===== src/sv/dspm_pkg.sv =====
// ----------------------------------------------------------------------------
// dspm_pkg
// Shared types and constants of the dot-star pattern matcher.
// ----------------------------------------------------------------------------
`default_nettype none

package dspm_pkg;

	localparam int unsigned MAX_PATTERN_DEF = 16;
	localparam int unsigned PAT_CHARS       = 16;
	localparam int unsigned BYTE_W          = 8;
	localparam int unsigned LEN_W           = 5;
	localparam int unsigned CFG_W           = 64;
	localparam int unsigned CFG_IDX_W       = 2;

	localparam logic [BYTE_W-1:0] CH_DOT  = 8'h2E;
	localparam logic [BYTE_W-1:0] CH_STAR = 8'h2A;

	// configuration register indexes
	localparam logic [CFG_IDX_W-1:0] REG_CHARS_LOW  = 2'd0;
	localparam logic [CFG_IDX_W-1:0] REG_CHARS_HIGH = 2'd1;
	localparam logic [CFG_IDX_W-1:0] REG_LENGTH     = 2'd2;

	typedef enum logic {
		ST_EMPTY,
		ST_BUSY
	} state_t;

	typedef struct packed {
		logic capture;
		logic step;
	} ctl_cmd_t;

	typedef struct packed {
		logic item_last;
	} dp_status_t;

endpackage

`default_nettype wire


===== src/sv/dspm_in_if.sv =====
// ----------------------------------------------------------------------------
// dspm_in_if
// Subject item channel: valid/ready handshake with one subject byte.
// ----------------------------------------------------------------------------
`default_nettype none

interface dspm_in_if;
	logic                        valid;
	logic                        ready;
	logic [dspm_pkg::BYTE_W-1:0] subject_byte;
	logic                        byte_valid;
	logic                        end_of_subject;

	modport source (output valid, output subject_byte, output byte_valid,
		output end_of_subject, input ready);
	modport sink (input valid, input subject_byte, input byte_valid,
		input end_of_subject, output ready);
endinterface

`default_nettype wire


===== src/sv/dspm_out_if.sv =====
// ----------------------------------------------------------------------------
// dspm_out_if
// Result channel: valid/ready handshake with the match bit.
// ----------------------------------------------------------------------------
`default_nettype none

interface dspm_out_if;
	logic valid;
	logic ready;
	logic matched;

	modport source (output valid, output matched, input ready);
	modport sink (input valid, input matched, output ready);
endinterface

`default_nettype wire


===== src/sv/dspm_ctrl.sv =====
// ----------------------------------------------------------------------------
// dspm_ctrl
// Controller: tracks the pending item and the result register handshake.
// ----------------------------------------------------------------------------
`default_nettype none

module dspm_ctrl (
	input  wire logic                   clk,
	input  wire logic                   arst_n,
	input  wire logic                   in_valid,
	output logic                        in_ready,
	output logic                        out_valid,
	input  wire logic                   out_ready,
	input  wire dspm_pkg::dp_status_t   status,
	output dspm_pkg::ctl_cmd_t          cmd
);
	import dspm_pkg::*;

	state_t state_q;
	state_t state_d;
	logic   out_valid_q;

	always_ff @(posedge clk or negedge arst_n) begin
		if (!arst_n) begin
			state_q <= ST_EMPTY;
		end else begin
			state_q <= state_d;
		end
	end

	always_comb begin
		cmd      = '0;
		state_d  = state_q;
		unique case (state_q)
			ST_EMPTY: begin
				cmd.step = 1'b0;
			end
			ST_BUSY: begin
				// a last item waits until the result register is free
				cmd.step = !(status.item_last && out_valid_q && !out_ready);
			end
			default: begin
				cmd.step = 1'b0;
			end
		endcase
		in_ready    = (state_q == ST_EMPTY) || cmd.step;
		cmd.capture = in_valid && in_ready;
		if (cmd.capture) begin
			state_d = ST_BUSY;
		end else if (cmd.step) begin
			state_d = ST_EMPTY;
		end
	end

	always_ff @(posedge clk or negedge arst_n) begin
		if (!arst_n) begin
			out_valid_q <= 1'b0;
		end else if (cmd.step && status.item_last) begin
			out_valid_q <= 1'b1;
		end else if (out_ready) begin
			out_valid_q <= 1'b0;
		end
	end

	assign out_valid = out_valid_q;

`ifndef NO_ASSERTIONS
	a_accept_busy_steps: assert property (@(posedge clk) disable iff (!arst_n)
		(cmd.capture && state_q == ST_BUSY) |-> cmd.step)
		else $error("item taken while pending item not stepped");

	a_no_result_overwrite: assert property (@(posedge clk) disable iff (!arst_n)
		!(cmd.step && status.item_last && out_valid_q && !out_ready))
		else $error("result register overwritten");

	a_last_gives_result: assert property (@(posedge clk) disable iff (!arst_n)
		(cmd.step && status.item_last) |=> out_valid_q)
		else $error("last item produced no result");
`endif

endmodule

`default_nettype wire


===== src/sv/dspm_dpath.sv =====
// ----------------------------------------------------------------------------
// dspm_dpath
// Datapath: configuration registers, item register, match row with one
// cell per pattern position, and the result register.
// ----------------------------------------------------------------------------
`default_nettype none

module dspm_dpath #(
	parameter int unsigned MAX_PATTERN = dspm_pkg::MAX_PATTERN_DEF
) (
	input  wire logic                           clk,
	input  wire logic                           arst_n,
	input  wire logic                           cfg_we,
	input  wire logic [dspm_pkg::CFG_IDX_W-1:0] cfg_index,
	input  wire logic [dspm_pkg::CFG_W-1:0]     cfg_data,
	input  wire logic [dspm_pkg::BYTE_W-1:0]    subject_byte,
	input  wire logic                           byte_valid,
	input  wire logic                           end_of_subject,
	input  wire dspm_pkg::ctl_cmd_t             cmd,
	output dspm_pkg::dp_status_t                status,
	output logic                                matched
);
	import dspm_pkg::*;

	localparam int unsigned NW = $clog2(MAX_PATTERN + 1);
	localparam int unsigned CW = (NW > LEN_W) ? NW : LEN_W;

	logic [CFG_W-1:0]  chars_low_q;
	logic [CFG_W-1:0]  chars_high_q;
	logic [LEN_W-1:0]  length_q;
	logic [BYTE_W-1:0] byte_s1;
	logic              byte_valid_s1;
	logic              last_s1;
	logic [MAX_PATTERN:0] row_q;
	logic              at_start_q;
	logic              matched_q;

	logic [2*CFG_W-1:0]   chars;
	logic [BYTE_W-1:0]    pchar [MAX_PATTERN];
	logic [CW-1:0]        len_ext;
	logic [NW-1:0]        n_used;
	logic [MAX_PATTERN:0] keep;
	logic [MAX_PATTERN:0] row0;
	logic [MAX_PATTERN:0] base;
	logic [MAX_PATTERN:0] adv;
	logic [MAX_PATTERN:0] nxt;

	always_ff @(posedge clk or negedge arst_n) begin
		if (!arst_n) begin
			chars_low_q  <= '0;
			chars_high_q <= '0;
			length_q     <= '0;
		end else if (cfg_we) begin
			unique case (cfg_index)
				REG_CHARS_LOW:  chars_low_q  <= cfg_data;
				REG_CHARS_HIGH: chars_high_q <= cfg_data;
				REG_LENGTH:     length_q     <= cfg_data[LEN_W-1:0];
				default: begin
				end
			endcase
		end
	end

	assign chars = {chars_high_q, chars_low_q};

	// characters past the configured window read as zero
	for (genvar k = 0; k < MAX_PATTERN; k++) begin : g_char
		if (k < PAT_CHARS) begin : g_in
			assign pchar[k] = chars[BYTE_W*k +: BYTE_W];
		end else begin : g_out
			assign pchar[k] = '0;
		end
	end

	// saturate the length to the row size
	always_comb begin
		len_ext = CW'(length_q);
		if (len_ext > CW'(MAX_PATTERN)) begin
			n_used = NW'(MAX_PATTERN);
		end else begin
			n_used = NW'(len_ext);
		end
	end

	for (genvar j = 0; j <= MAX_PATTERN; j++) begin : g_keep
		assign keep[j] = (NW'(j) <= n_used);
	end

	assign row0[0] = 1'b1;
	assign adv[0]  = 1'b0;
	assign base    = at_start_q ? (row0 & keep) : row_q;

	// one cell per column; star columns ripple from two columns back
	for (genvar j = 1; j <= MAX_PATTERN; j++) begin : g_col
		logic is_star;
		logic hit_cur;
		assign is_star = (pchar[j-1] == CH_STAR);
		assign hit_cur = (pchar[j-1] == CH_DOT) || (pchar[j-1] == byte_s1);
		if (j >= 2) begin : g_pair
			logic hit_prev;
			assign hit_prev = (pchar[j-2] == CH_DOT) || (pchar[j-2] == byte_s1);
			assign adv[j]  = is_star ? (adv[j-2] | (hit_prev & base[j]))
				: (hit_cur & base[j-1]);
			assign row0[j] = is_star & row0[j-2];
		end else begin : g_first
			// leading star has no column to repeat
			assign adv[j]  = !is_star && hit_cur && base[j-1];
			assign row0[j] = 1'b0;
		end
	end

	assign nxt = byte_valid_s1 ? (adv & keep) : base;

	always_ff @(posedge clk) begin
		if (cmd.capture) begin
			byte_s1       <= subject_byte;
			byte_valid_s1 <= byte_valid;
			last_s1       <= end_of_subject;
		end
		if (cmd.step && last_s1) begin
			matched_q <= nxt[n_used];
		end
	end

	always_ff @(posedge clk or negedge arst_n) begin
		if (!arst_n) begin
			row_q      <= '0;
			at_start_q <= 1'b1;
		end else if (cmd.step) begin
			row_q      <= nxt;
			at_start_q <= last_s1;
		end
	end

	assign status.item_last = last_s1;
	assign matched          = matched_q;

endmodule

`default_nettype wire


===== src/sv/dot_star_pattern_matcher.sv =====
// ----------------------------------------------------------------------------
// dot_star_pattern_matcher
// Whole-string match of streamed subject bytes against a configured pattern
// with '.' and 'X*'.
// Result: a last item's result enters the result register when the item
// steps out of the item register. Throughput: one item per cycle, set by the
// row update of the cells; a last item holds while the old result is untaken.
// Reset: pattern registers cleared, match row cleared, string start set;
// no clearing pass, items are taken right after reset.
// ----------------------------------------------------------------------------
`default_nettype none

module dot_star_pattern_matcher #(
	parameter int unsigned MAX_PATTERN = dspm_pkg::MAX_PATTERN_DEF
) (
	input  wire logic                           clk,
	input  wire logic                           arst_n,
	input  wire logic                           cfg_we,
	input  wire logic [dspm_pkg::CFG_IDX_W-1:0] cfg_index,
	input  wire logic [dspm_pkg::CFG_W-1:0]     cfg_data,
	dspm_in_if.sink                             in_ch,
	dspm_out_if.source                          out_ch
);
	import dspm_pkg::*;

	ctl_cmd_t   cmd;
	dp_status_t status;

	dspm_ctrl u_ctrl (
		.clk       (clk),
		.arst_n    (arst_n),
		.in_valid  (in_ch.valid),
		.in_ready  (in_ch.ready),
		.out_valid (out_ch.valid),
		.out_ready (out_ch.ready),
		.status    (status),
		.cmd       (cmd)
	);

	dspm_dpath #(
		.MAX_PATTERN (MAX_PATTERN)
	) u_dpath (
		.clk            (clk),
		.arst_n         (arst_n),
		.cfg_we         (cfg_we),
		.cfg_index      (cfg_index),
		.cfg_data       (cfg_data),
		.subject_byte   (in_ch.subject_byte),
		.byte_valid     (in_ch.byte_valid),
		.end_of_subject (in_ch.end_of_subject),
		.cmd            (cmd),
		.status         (status),
		.matched        (out_ch.matched)
	);

endmodule

`default_nettype wire

===== src/flat_wrapper.sv =====
// flat-port wrapper written by rule: the top's interface ports become plain ports
module dot_star_pattern_matcher_flat import dspm_pkg::*;
#(
	parameter int unsigned MAX_PATTERN = dspm_pkg::MAX_PATTERN_DEF
)
  (clk, arst_n, cfg_we, cfg_index, cfg_data, in_ch_valid, in_ch_subject_byte, in_ch_byte_valid, in_ch_end_of_subject, in_ch_ready, out_ch_valid, out_ch_matched, out_ch_ready);
  dspm_in_if in_ch_i ();
  dspm_out_if out_ch_i ();
  input  wire logic clk;
  input  wire logic arst_n;
  input  wire logic cfg_we;
  input  wire logic [dspm_pkg::CFG_IDX_W-1:0] cfg_index;
  input  wire logic [dspm_pkg::CFG_W-1:0] cfg_data;
  input wire logic [$bits(in_ch_i.valid)-1:0] in_ch_valid;
  input wire logic [$bits(in_ch_i.subject_byte)-1:0] in_ch_subject_byte;
  input wire logic [$bits(in_ch_i.byte_valid)-1:0] in_ch_byte_valid;
  input wire logic [$bits(in_ch_i.end_of_subject)-1:0] in_ch_end_of_subject;
  output wire logic [$bits(in_ch_i.ready)-1:0] in_ch_ready;
  output wire logic [$bits(out_ch_i.valid)-1:0] out_ch_valid;
  output wire logic [$bits(out_ch_i.matched)-1:0] out_ch_matched;
  input wire logic [$bits(out_ch_i.ready)-1:0] out_ch_ready;
  assign in_ch_i.valid = in_ch_valid;
  assign in_ch_i.subject_byte = in_ch_subject_byte;
  assign in_ch_i.byte_valid = in_ch_byte_valid;
  assign in_ch_i.end_of_subject = in_ch_end_of_subject;
  assign in_ch_ready = in_ch_i.ready;
  assign out_ch_valid = out_ch_i.valid;
  assign out_ch_matched = out_ch_i.matched;
  assign out_ch_i.ready = out_ch_ready;
  dot_star_pattern_matcher #(.MAX_PATTERN(MAX_PATTERN)) u_core (.clk(clk), .arst_n(arst_n), .cfg_we(cfg_we), .cfg_index(cfg_index), .cfg_data(cfg_data), .in_ch(in_ch_i), .out_ch(out_ch_i));
endmodule

===== config.mk =====
export PLATFORM = sky130hd
export DESIGN_NAME = dot_star_pattern_matcher_flat
export DESIGN_NICKNAME = d
export VERILOG_FILES = /design/src/sv/dspm_pkg.sv /design/src/sv/dspm_in_if.sv /design/src/sv/dspm_out_if.sv /design/src/sv/dspm_ctrl.sv /design/src/sv/dspm_dpath.sv /design/src/sv/dot_star_pattern_matcher.sv /design/src/flat_wrapper.sv
export SDC_FILE = /design/constraint.sdc
export NUM_CORES = 1
export LEC_CHECK = 0
export ABC_CLOCK_PERIOD_IN_PS = 6000
export BUFFER_PORTS_ARGS = -buffer_cell sky130_fd_sc_hd__clkbuf_2
export CAP_MARGIN = 10
export CORE_MARGIN = 4
export CORE_UTILIZATION = 60
export CTS_CLUSTER_SIZE = 12
export DETAILED_ROUTE_END_ITERATION = 12
export PLACE_DENSITY = 0.85
export SYNTH_ARGS = -nofsm -noshare
export SYNTH_HDL_FRONTEND = slang
export SYNTH_SLANG_ARGS = --single-unit

===== constraint.sdc =====
create_clock -name clk -period 6 [get_ports clk]
set_clock_uncertainty 0.05 [all_clocks]
set_input_delay 0.9 -clock clk [delete_from_list [all_inputs] [get_ports clk]]
set_output_delay 0.9 -clock clk [all_outputs]
set_load 0.1 [all_outputs]

# Yosys cells after proc, flatten, opt, wreduce, memory -nomap -nowiden
# Cells that the tools add are included.
# W data, S select, Z words.
classes:
  order_cmp: 19
  eq_ne: 50
  n_mux: 25
  bitwise: 54
  n_reduce_logical: 32
ops:
  columns: ["operator", "n"]
  rows:
  - ["$eq A8 B6 Y1 const B", 32]
  - ["$eq A8 B8 Y1", 16]
  - ["$le A4 B5 Y1 const A", 8]
  - ["$and A1 B1 Y1", 37]
  - ["$and A17 B17 Y17", 2]
  - ["$mux W17", 2]
  - ["$le A3 B5 Y1 const A", 4]
  - ["$mux W1", 20]
  - ["$logic_or A1 B1 Y1", 17]
  - ["$or A1 B1 Y1", 14]
  - ["$le A1 B5 Y1 const A", 2]
  - ["$le A2 B5 Y1 const A", 2]
  - ["$logic_and A1 B1 Y1", 6]
  - ["$lt A5 B6 Y1 const B", 1]
  - ["$reduce_and A2 Y1", 3]
  - ["$bmux W1 S5", 1]
  - ["$gt A5 B5 Y1 const B", 1]
  - ["$le A5 B5 Y1 const A", 1]
  - ["$mux W5", 1]
  - ["$reduce_bool A2 Y1", 2]
  - ["$logic_not A1 Y1", 3]
  - ["$eq A2 B1 Y1 const B", 1]
  - ["$eq A2 B2 Y1 const B", 1]
  - ["$logic_not A2 Y1", 1]
  - ["other kinds (2)", 2]
totals:
  reg_bits: 164
  word_cells: 191

# Logic depth before layout (Yosys ltp)
# Gate-level depths: netlist of the first run.
logic_depth:
  word_depth: 30
  depth_mapped: 13

# Cells and area by module
# Synthesis of the first run repeated with hierarchy kept, for this count alone.
unflattened:
  cells_unflattened: 870
  hier_area_um2: 9708.1
by_module_without_submodules:
  columns: ["mod", "n_inst", "cells_per_inst", "area_per_inst_um2"]
  rows:
  - ["dspm_dpath", 1, 861, 9590.4]
  - ["dspm_ctrl", 1, 9, 117.6]

# Least setup slack after synthesis of the first run
# OpenSTA, ideal clock, no wires.
synth_path:
  kind: "reg2reg"
  from: "register u_core.u_dpath.chars_low_q[60]"
  to: "register u_core.u_dpath.matched_q, in the netlist u_core.u_dpath.matched, data pin"
  arrival_ns: 3.134
  setup_slack_ns: 2.658
  path_stages_with_launch: 12
  n_path_buf: 0
  period_less_slack_ns: 3.342
  path_cell_list: "dfrtp_1 > or4b_4 > or4_4 > nor4_4 > a21o_2 > a21o_4 > nand2b_4 > o311a_1 > o311a_1 > a211oi_1 > a311oi_1 > o211ai_1"
synth_between:
  elab_chain_cells: 19
  word_cells_on_any_way: 44
synth_rtl:
  columns: ["element", "line", "text"]
  rows:
  - ["start, declared", "dspm_dpath.sv:28", "logic [CFG_W-1:0] chars_low_q;"]
  - ["start signal, assigned", "dspm_dpath.sv:55", "REG_CHARS_LOW: chars_low_q <= cfg_data;"]
  - ["$eq A8 B6 Y1", "dspm_dpath.sv:97", "assign is_star = (pchar[j-1] == CH_STAR);"]
  - ["$and A1 B1 Y1", "dspm_dpath.sv:104", "assign row0[j] = is_star & row0[j-2];"]
  - ["$and A17 B17 Y17", "dspm_dpath.sv:91", "assign base = at_start_q ? (row0 & keep) : row_q;"]
  - ["$mux W17", "dspm_dpath.sv:91", null]
  - ["$and A1 B1 Y1", "dspm_dpath.sv:102", "assign adv[j] = is_star ? (adv[j-2] | (hit_prev & base[j]))"]
  - ["$or A1 B1 Y1", "dspm_dpath.sv:102", null]
  - ["$mux W1", "dspm_dpath.sv:102", null]
  - ["$or A1 B1 Y1", "dspm_dpath.sv:102", null]
  - ["[... 3 more ...]", null, null]
  - ["$or A1 B1 Y1", "dspm_dpath.sv:102", null]
  - ["$mux W1", "dspm_dpath.sv:102", null]
  - ["$or A1 B1 Y1", "dspm_dpath.sv:102", null]
  - ["$mux W1", "dspm_dpath.sv:102", null]
  - ["$and A17 B17 Y17", "dspm_dpath.sv:112", "assign nxt = byte_valid_s1 ? (adv & keep) : base;"]
  - ["$mux W17 (*)", "dspm_dpath.sv:112", null]
  - ["$bmux W1 S5 (*)", "dspm_dpath.sv:121", "matched_q <= nxt[n_used];"]
  - ["$mux W1 (not written as such) (*)", "dspm_dpath.sv:121", null]
  - ["end signal, assigned", "dspm_dpath.sv:121", null]
  - ["end, declared", "dspm_dpath.sv:36", "logic matched_q;"]
# Every way passes the cells marked *; elsewhere a longest branch is shown, timed or not. The select of a mux whose other input is x is not followed.
# A chain may end at the register's enable or synchronous reset.

# Worst setup path in the final report of the first run
layout_path:
  from: "register u_core.u_dpath.byte_s1[4]"
  to: "register u_core.u_dpath.matched_q, in the netlist u_core.u_dpath.matched, data pin"
layout_between:
  elab_chain_cells: 22
  word_cells_on_any_way: 97
layout_rtl:
  columns: ["element", "line", "text"]
  rows:
  - ["start, declared", "dspm_dpath.sv:31", "logic [BYTE_W-1:0] byte_s1;"]
  - ["start signal, assigned", "dspm_dpath.sv:116", "byte_s1 <= subject_byte;"]
  - ["$eq A8 B8 Y1", "dspm_dpath.sv:98, dspm_dpath.sv:101", null]
  - ["$logic_or A1 B1 Y1", "dspm_dpath.sv:98, dspm_dpath.sv:101", null]
  - ["$and A1 B1 Y1, or another cell as far along", "dspm_dpath.sv:103", ": (hit_cur & base[j-1]);"]
  - ["$mux W1 / $logic_and A1 B1 Y1 (equally long branches)", "dspm_dpath.sv:102, dspm_dpath.sv:107", null]
  - ["$or A1 B1 Y1", "dspm_dpath.sv:102", null]
  - ["$mux W1", "dspm_dpath.sv:102", null]
  - ["$or A1 B1 Y1", "dspm_dpath.sv:102", null]
  - ["$mux W1", "dspm_dpath.sv:102", null]
  - ["[... 6 more ...]", null, null]
  - ["$or A1 B1 Y1", "dspm_dpath.sv:102", null]
  - ["$mux W1", "dspm_dpath.sv:102", null]
  - ["$or A1 B1 Y1", "dspm_dpath.sv:102", null]
  - ["$mux W1", "dspm_dpath.sv:102", null]
  - ["$and A17 B17 Y17 (*)", "dspm_dpath.sv:112", null]
  - ["$mux W17 (*)", "dspm_dpath.sv:112", null]
  - ["$bmux W1 S5 (*)", "dspm_dpath.sv:121", null]
  - ["$mux W1 (not written as such) (*)", "dspm_dpath.sv:121", null]
# Marked as above.

==> flow_summary.toml, run 1 <==
[global_route]
grt_pass1_wl_um = 39700
grtUsageTotal_pct = 27.9
grt_max_degree = 102
grt_pass1_vias = 7594
grt_overflow_total = 0
antenna_found_initial = 0

[placement]
place.gp.congestion = 0.997
io_buffers = 83
placed_cell_area_mm2 = 0.00996
dp_hpwl_um = 16600

[hold_path]
min_to = "u_core.u_dpath.row_q[12]"
worstHoldPathType = "register to register"
hold_path_depth = 2
hold_start = "u_core.u_dpath.row_q[12]"

[worst_setup_path]
criticalPathCategory = "register to register"
rr_startpoint = "u_core.u_dpath.byte_s1[4]"
r2r_slack_ps = 2020
startpoint_type = "register"
path_max_fanout = 16
r2r_end = "u_core.u_dpath.matched"
reg2reg_depth = 11
max_stage_delay_ps = 1070
crit_required_ps = 6220
crit_path_end_kind = "register"
crit_path_top_delay_cell = "edfxtp_1"
crit_arrival_ps = 4200
cp_top_family = "compound AO/OA/AOI/OAI gates"
path_cells = "xor2_1, nor4_1, a21oi_1, or3_1, and3_2, a21bo_2, a2111oi_0, o21ai_0, o2111ai_1, nand3_1, o211ai_1"
crit_buf_inv = 0

[pwr]
p_leak_nw = 4.19
power_density_mw_per_mm2 = 316
finalPower_mw = 3.34
peakVddDrop_mv = 0.278

[sta]
finalSetupTns_ps = 0
min_period_over_period_pct = 66.3
relSlewSlack_pct = 27.2
grt_setup_unrepaired = "no"
worst_pin_slew_ps = 1090
setup_viol = 0
max_freq_mhz = 251
fin_crit_ps = 3980
slew_viol_final = 0
hold_violations = 0

[logic_synthesis]
synth_cell_types = 81
synth-main-ff-cell = "dfrtp_1"
yosys_warnings = 0
ys_seq_elements = 164
syn_inst = 873
synth-edff-count = 11
synth_fp_nets = 954
syn_area_per_cell_um2 = 10.9
syn-cell-area_mm2 = 0.00955
ys_seq_area_share_pct = 43.6
async_flop_share_pct = 93.3

[route]
route.met3.wl_um = 1920
wl_per_cell_um = 21.1
drt_iter0_drc = 650
drc = 0
wl_met1_um = 10200
wl_met2_um = 11400
routed.top_layer = "met4"
vias_per_cell = 6.38
drt-total-wl_um = 24300
vias = 7360
dr.pass1.iters = 5
drtAntennaViolNets = 0

[clock_network]
clk_latency_ps = 440
cts.sinks = 164
cts_buffer_depth = 2
cts.clk_slew.worst_paths_ps = 70
post_cts_buffers = 0
numCtsBuffers = 17
htree_levels = 4
cts_root_buf = "clkbuf_16"
hold_buffers = 0
cts_resized = 0
cts_tree = "built"

[floorplan]
core_area_mm2 = 0.0154
rows = 45
die_y_um = 134
initial_core_util_pct = 62.1
fp.dieW_um = 134
ios = 84
dieArea_mm2 = 0.0180

[cells_and_area]
diodes = 0
drive_gt1_share_pct = 29.9
area_growth_pct = 10.7
final_nets = 1010
final_cell_mix = "152 x dfrtp_1, 133 x mux2_2, 95 x xnor2_1, 82 x clkbuf_2, 55 x nand2_1"
stdcell_area_mm2 = 0.0106
final_common_cell = "dfrtp_1"

[outcome]
outcome = "finished clean"

[run]
maxCapViolCount = 0
[worst max-delay path by stage]
stage          slack [ps]                           start                     end  depth (start not counted)
2_1_floorplan        2660  u_core.u_dpath.chars_low_q[60]  u_core.u_dpath.matched                         11
3_3_place_gp         2170       u_core.u_dpath.byte_s1[4]  u_core.u_dpath.matched                         11
3_5_place_dp         2140       u_core.u_dpath.byte_s1[5]  u_core.u_dpath.matched                         11
4_1_cts              2100       u_core.u_dpath.byte_s1[4]  u_core.u_dpath.matched                         11
5_1_grt              1730       u_core.u_dpath.byte_s1[4]  u_core.u_dpath.matched                         11
6_report             2020       u_core.u_dpath.byte_s1[4]  u_core.u_dpath.matched                         11
[cells in the mapped netlist (3+ instances only)]
| cell | count | area share (%) |
|---|---|---|
| a211oi_1 | 6 | 0.47 |
| a21oi_1 | 14 | 0.73 |
| a22o_1 | 3 | 0.28 |
| a22oi_1 | 3 | 0.24 |
| a311oi_1 | 4 | 0.37 |
| a31oi_1 | 8 | 0.52 |
| a32oi_1 | 3 | 0.28 |
| a41oi_1 | 5 | 0.46 |
| and2_1 | 13 | 0.85 |
| buf_2 | 8 | 0.42 |
| clkbuf_1 | 29 | 1.1 |
| clkbuf_8 | 11 | 1.6 |
| dfrtp_1 | 152 | 40 |
| edfxtp_1 | 11 | 3.5 |
| inv_1 | 16 | 0.63 |
| mux2_2 | 133 | 16 |
| nand2_1 | 55 | 2.2 |
| nand2b_1 | 5 | 0.33 |
| nand3_1 | 15 | 0.79 |
| nand3b_1 | 5 | 0.39 |
| nand4_1 | 34 | 2.2 |
| nand4b_1 | 3 | 0.28 |
| nor2_1 | 33 | 1.3 |
| nor2b_1 | 8 | 0.52 |
| nor3_1 | 11 | 0.58 |
| nor3b_1 | 9 | 0.71 |
| nor4_1 | 12 | 0.79 |
| nor4b_1 | 8 | 0.73 |
| o2111ai_1 | 4 | 0.37 |
| o211ai_1 | 6 | 0.47 |
| o21a_1 | 5 | 0.39 |
| o21ai_0 | 34 | 1.8 |
| o22ai_1 | 5 | 0.33 |
| o31a_1 | 4 | 0.37 |
| o31ai_1 | 7 | 0.55 |
| or2_2 | 4 | 0.26 |
| or2b_2 | 3 | 0.28 |
| or3_1 | 3 | 0.20 |
| or3b_2 | 3 | 0.28 |
| xnor2_1 | 95 | 8.7 |
| xor2_1 | 33 | 3.0 |
[tightest hold or removal path, delay by kind of cell, from the launching register on]
kind | cells | cell delay (ps)
DFF | 1 | 350
AOI/OAI and AO/OA | 1 | 60
and+or+nand+nor | 1 | 50
[power by group]
part	leakage, nW	total, mW	switching [mW]	internal (mW)
logic	1.94	0.629	0.279	0.350
clock network	0.300	1.14	0.444	0.694
registers	1.95	1.58	0.276	1.30
[flip-flops by register name, summed over array words and instances (netlist names)]
signal and cells:
u_core.u_ctrl.out_valid 1, u_core.u_ctrl.state_q 1, u_core.u_dpath.at_start_q 1, u_core.u_dpath.byte_s1 8, u_core.u_dpath.byte_valid_s1 1, u_core.u_dpath.chars_high_q 64
u_core.u_dpath.chars_low_q 64, u_core.u_dpath.len_ext 5, u_core.u_dpath.matched 1, u_core.u_dpath.row_q 17, u_core.u_dpath.status 1
[kinds of logic (layout without fill, tap and decap cells)]
kind of cell,count (synthesis),after routing,synth area share [%]
AND/OR/NAND/NOR,246,246,15.0
multiplexers,133,133,15.7
flip-flops,164,164,43.6
buffers and inverters,66,135,3.94
XOR/XNOR,128,128,11.7
AO/OA/AOI/OAI,136,136,10.1
[metrics by stage]
| step | util, % | hold slack (ps) | cells | setup slack [ps] |
|---|---|---|---|---|
| CTS | 68.8 | 439 | 1153 | 2100 |
| global route | 68.8 | 451 | 1153 | 1730 |
| global placement | 64.8 | 417 | 1121 | 2170 |
| floorplan | - | 392 | 873 | 2660 |
| detailed placement | 64.8 | 424 | 1121 | 2140 |
| finish | 68.8 | 441 | 1153 | 2020 |
[routing by layer]
metal | track usage (%) | vias up
met5 | 0 | -
met4 | 11.7 | 0
met3 | 6.34 | 86
met2 | 44.4 | 359
met1 | 37.2 | 3619
li1 | - | 3296
[layout make-up]
class                           instances  area (um^2)
Clock buffer                           22          475
Multi-Input combinational cell        643         5020
Fill cell                            1108         4790
Clock inverter                         10          146
Timing Repair Buffer                   87          452
Sequential cell                       164         4160
Inverter                               16         60.1
Tap cell                              211          264
Note: power is estimated with default switching activity, not from simulation.
==> inputs of run 2 (changes only) <==
--- a/config.mk
+++ b/config.mk
@@ -5,14 +5,14 @@
 export SDC_FILE = /design/constraint.sdc
 export NUM_CORES = 1
 export LEC_CHECK = 0
-export ABC_CLOCK_PERIOD_IN_PS = 6000
+export ABC_CLOCK_PERIOD_IN_PS = 3450
 export BUFFER_PORTS_ARGS = -buffer_cell sky130_fd_sc_hd__clkbuf_2
 export CAP_MARGIN = 10
 export CORE_MARGIN = 4
-export CORE_UTILIZATION = 60
+export CORE_UTILIZATION = 55
 export CTS_CLUSTER_SIZE = 12
 export DETAILED_ROUTE_END_ITERATION = 12
-export PLACE_DENSITY = 0.85
+export PLACE_DENSITY = 0.82
 export SYNTH_ARGS = -nofsm -noshare
 export SYNTH_HDL_FRONTEND = slang
 export SYNTH_SLANG_ARGS = --single-unit
==> constraint.sdc (replaced) <==
create_clock -name clk -period 3.45 [get_ports clk]
set_clock_uncertainty 0.05 [all_clocks]
set_input_delay 0.5175 -clock clk [delete_from_list [all_inputs] [get_ports clk]]
set_output_delay 0.5175 -clock clk [all_outputs]
set_load 0.1 [all_outputs]
==> run 2 against run 1 <==
Global-route usage down 1.4 points; hold slack got worse by 400 ps; sequential power rose by 66%; worst setup slack worse by 1900 ps; critical path type unchanged; flip-flop and latch count stayed put; fmax up 19%; highest routed layer unchanged.
==> flow_summary.toml, run 2 (synthesis results as in run 1) <==
[outcome]
outcome = "finished clean"

[route]
drt-total-wl_um = 25500
drt_iter0_drc = 534
dr.pass1.iters = 5
vias_per_cell = 6.08
drtAntennaViolNets = 0
wl_per_cell_um = 20.7
drc = 0
vias = 7495

[global_route]
grtUsageTotal_pct = 26.6
antenna_found_initial = 0
grt_pass1_wl_um = 41700
grt_pass1_vias = 7832
grt_max_degree = 68
grt_overflow_total = 0

[floorplan]
initial_core_util_pct = 56.8
die_y_um = 140
fp.dieW_um = 140
dieArea_mm2 = 0.0195
rows = 47
ios = 84
core_area_mm2 = 0.0168

[pwr]
p_leak_nw = 4.58
power_density_mw_per_mm2 = 520
peakVddDrop_mv = 0.510

[sta]
relSlewSlack_pct = 40.5
fin_ws_ps = 107
finalSetupTns_ps = 0
hold_ws_ps = 36.7
setup_viol = 0
slew_viol_final = 0
fin_crit_ps = 3340
grt_setup_unrepaired = "yes"
max_freq_mhz = 299
worst_pin_slew_ps = 883
min_period_over_period_pct = 96.9
hold_violations = 0

[clock_network]
cts_buffer_depth = 2
cts.clk_slew.worst_paths_ps = 70
numCtsBuffers = 17
cts_root_buf = "clkbuf_16"
clk_latency_ps = 430
htree_levels = 4
cts_tree = "built"
hold_buffers = 0
cts.sinks = 164

[cells_and_area]
diodes = 0
fillers = 1315
final_common_cell = "dfrtp_1"
largest_registers = "u_core.u_dpath.chars_high_q (64), u_core.u_dpath.chars_low_q (64), u_core.u_dpath.row_q (17)"
drive_gt1_share_pct = 37.4
area_growth_pct = 18.7
final_nets = 1081
final_cell_mix = "152 x dfrtp_1, 133 x mux2_2, 95 x xnor2_1, 82 x clkbuf_2, 67 x buf_4"

[placement]
io_buffers = 83
dp_hpwl_um = 18800
dp_slack_ps = -13.6
place.gp.congestion = 0.967

[worst_setup_path]
crit_path_end_kind = "register"
path_max_fanout = 4
startpoint_type = "register"
crit_required_ps = 3570
crit_arrival_ps = 3460
criticalPathCategory = "register to register"

[run]
maxCapViolCount = 0

[hold_path]
worstHoldPathType = "input port to async pin"
run 2: cell count changes in the layout (fill, tap and decap cells not counted), sizes merged:
cell      before  now
clkinvlp       1    3
inv           17   23
buf            5   76
bufinv         3    2
clkinv         5    3
clkbuf       104   99
run 2: area by class of cell:
class	instances	area, um^2	area share, %
Timing Repair Buffer	158	1080	9.57
Sequential cell	164	4160	36.7
Inverter	16	60.1	0.530
Tap cell	220	275	2.43
Multi-Input combinational cell	643	5160	45.5
Clock inverter	15	171	1.51
Clock buffer	17	425	3.75
run 2: worst max-delay path: stages (launching register included):
cell and delay [ps]:
dfrtp_1 390, or4b_4 540, or4_4 470, buf_4 170, a211oi_2 170, nor3b_2 80
a211oi_2 320, nand4_1 200, a31oi_1 260, o31ai_1 90, a311oi_1 240, o211ai_1 100
run 2: layer usage:
metal / global-route usage (%) / wire (um) / vias up
li1: - / - / 3436
met1: 36.2 / 11100 / 3754
met2: 43.8 / 12600 / 262
met3: 5.32 / 1430 / 43
met4: 7.04 / 446 / 0
met5: 0 / 0 / -
run 2: path summary, 6_finish.rpt:
check | startpoint | end | slack, ps | cells past startpoint
hold reg to reg | u_core.u_dpath.row_q[12] | u_core.u_dpath.row_q[12] | 430 | 2
min in group clk | in_ch_subject_byte[1] | u_core.u_dpath.byte_s1[1] | 210 | 1
setup reg to reg | u_core.u_dpath.chars_low_q[60] | u_core.u_dpath.matched | 110 | 11
setup / recovery | u_core.u_dpath.chars_low_q[60] | u_core.u_dpath.matched | 110 | 11
max in group asynchronous | arst_n | u_core.u_dpath.chars_high_q[22] | 2580 | 2
hold / removal | arst_n | u_core.u_dpath.chars_low_q[37] | 40 | 1
run 2: where the power goes:
part	internal [mW]	leakage, nW	switching (mW)
logic	0.723	2.35	0.636
registers	2.26	1.95	0.353
clock network	1.09	0.286	0.837
total	4.07	4.58	1.83
run 2: repair_timing:
| action | CTS | global route |
|---|---|---|
| setup endpoints to repair | 1 | 2 |
| gates cloned | 0 | 0 |
| buffers inserted | 0 | 2 |
| pin swaps | 1 | 11 |
| resized for setup | 0 | 29 |
run 2: per-stage QoR:
step | instances | utilization [%] | power [mW] | cell area [um^2]
after CTS | 1231 | 66.5 | 5.88 | 11200
after detailed placement | 1199 | 62.9 | 3.95 | 10600
after floorplan | 873 | - | 3.49 | 9550
final | 1233 | 67.4 | 5.90 | 11300
after global routing | 1233 | 67.4 | 6.19 | 11300
after global placement | 1199 | 62.9 | 3.89 | 10600
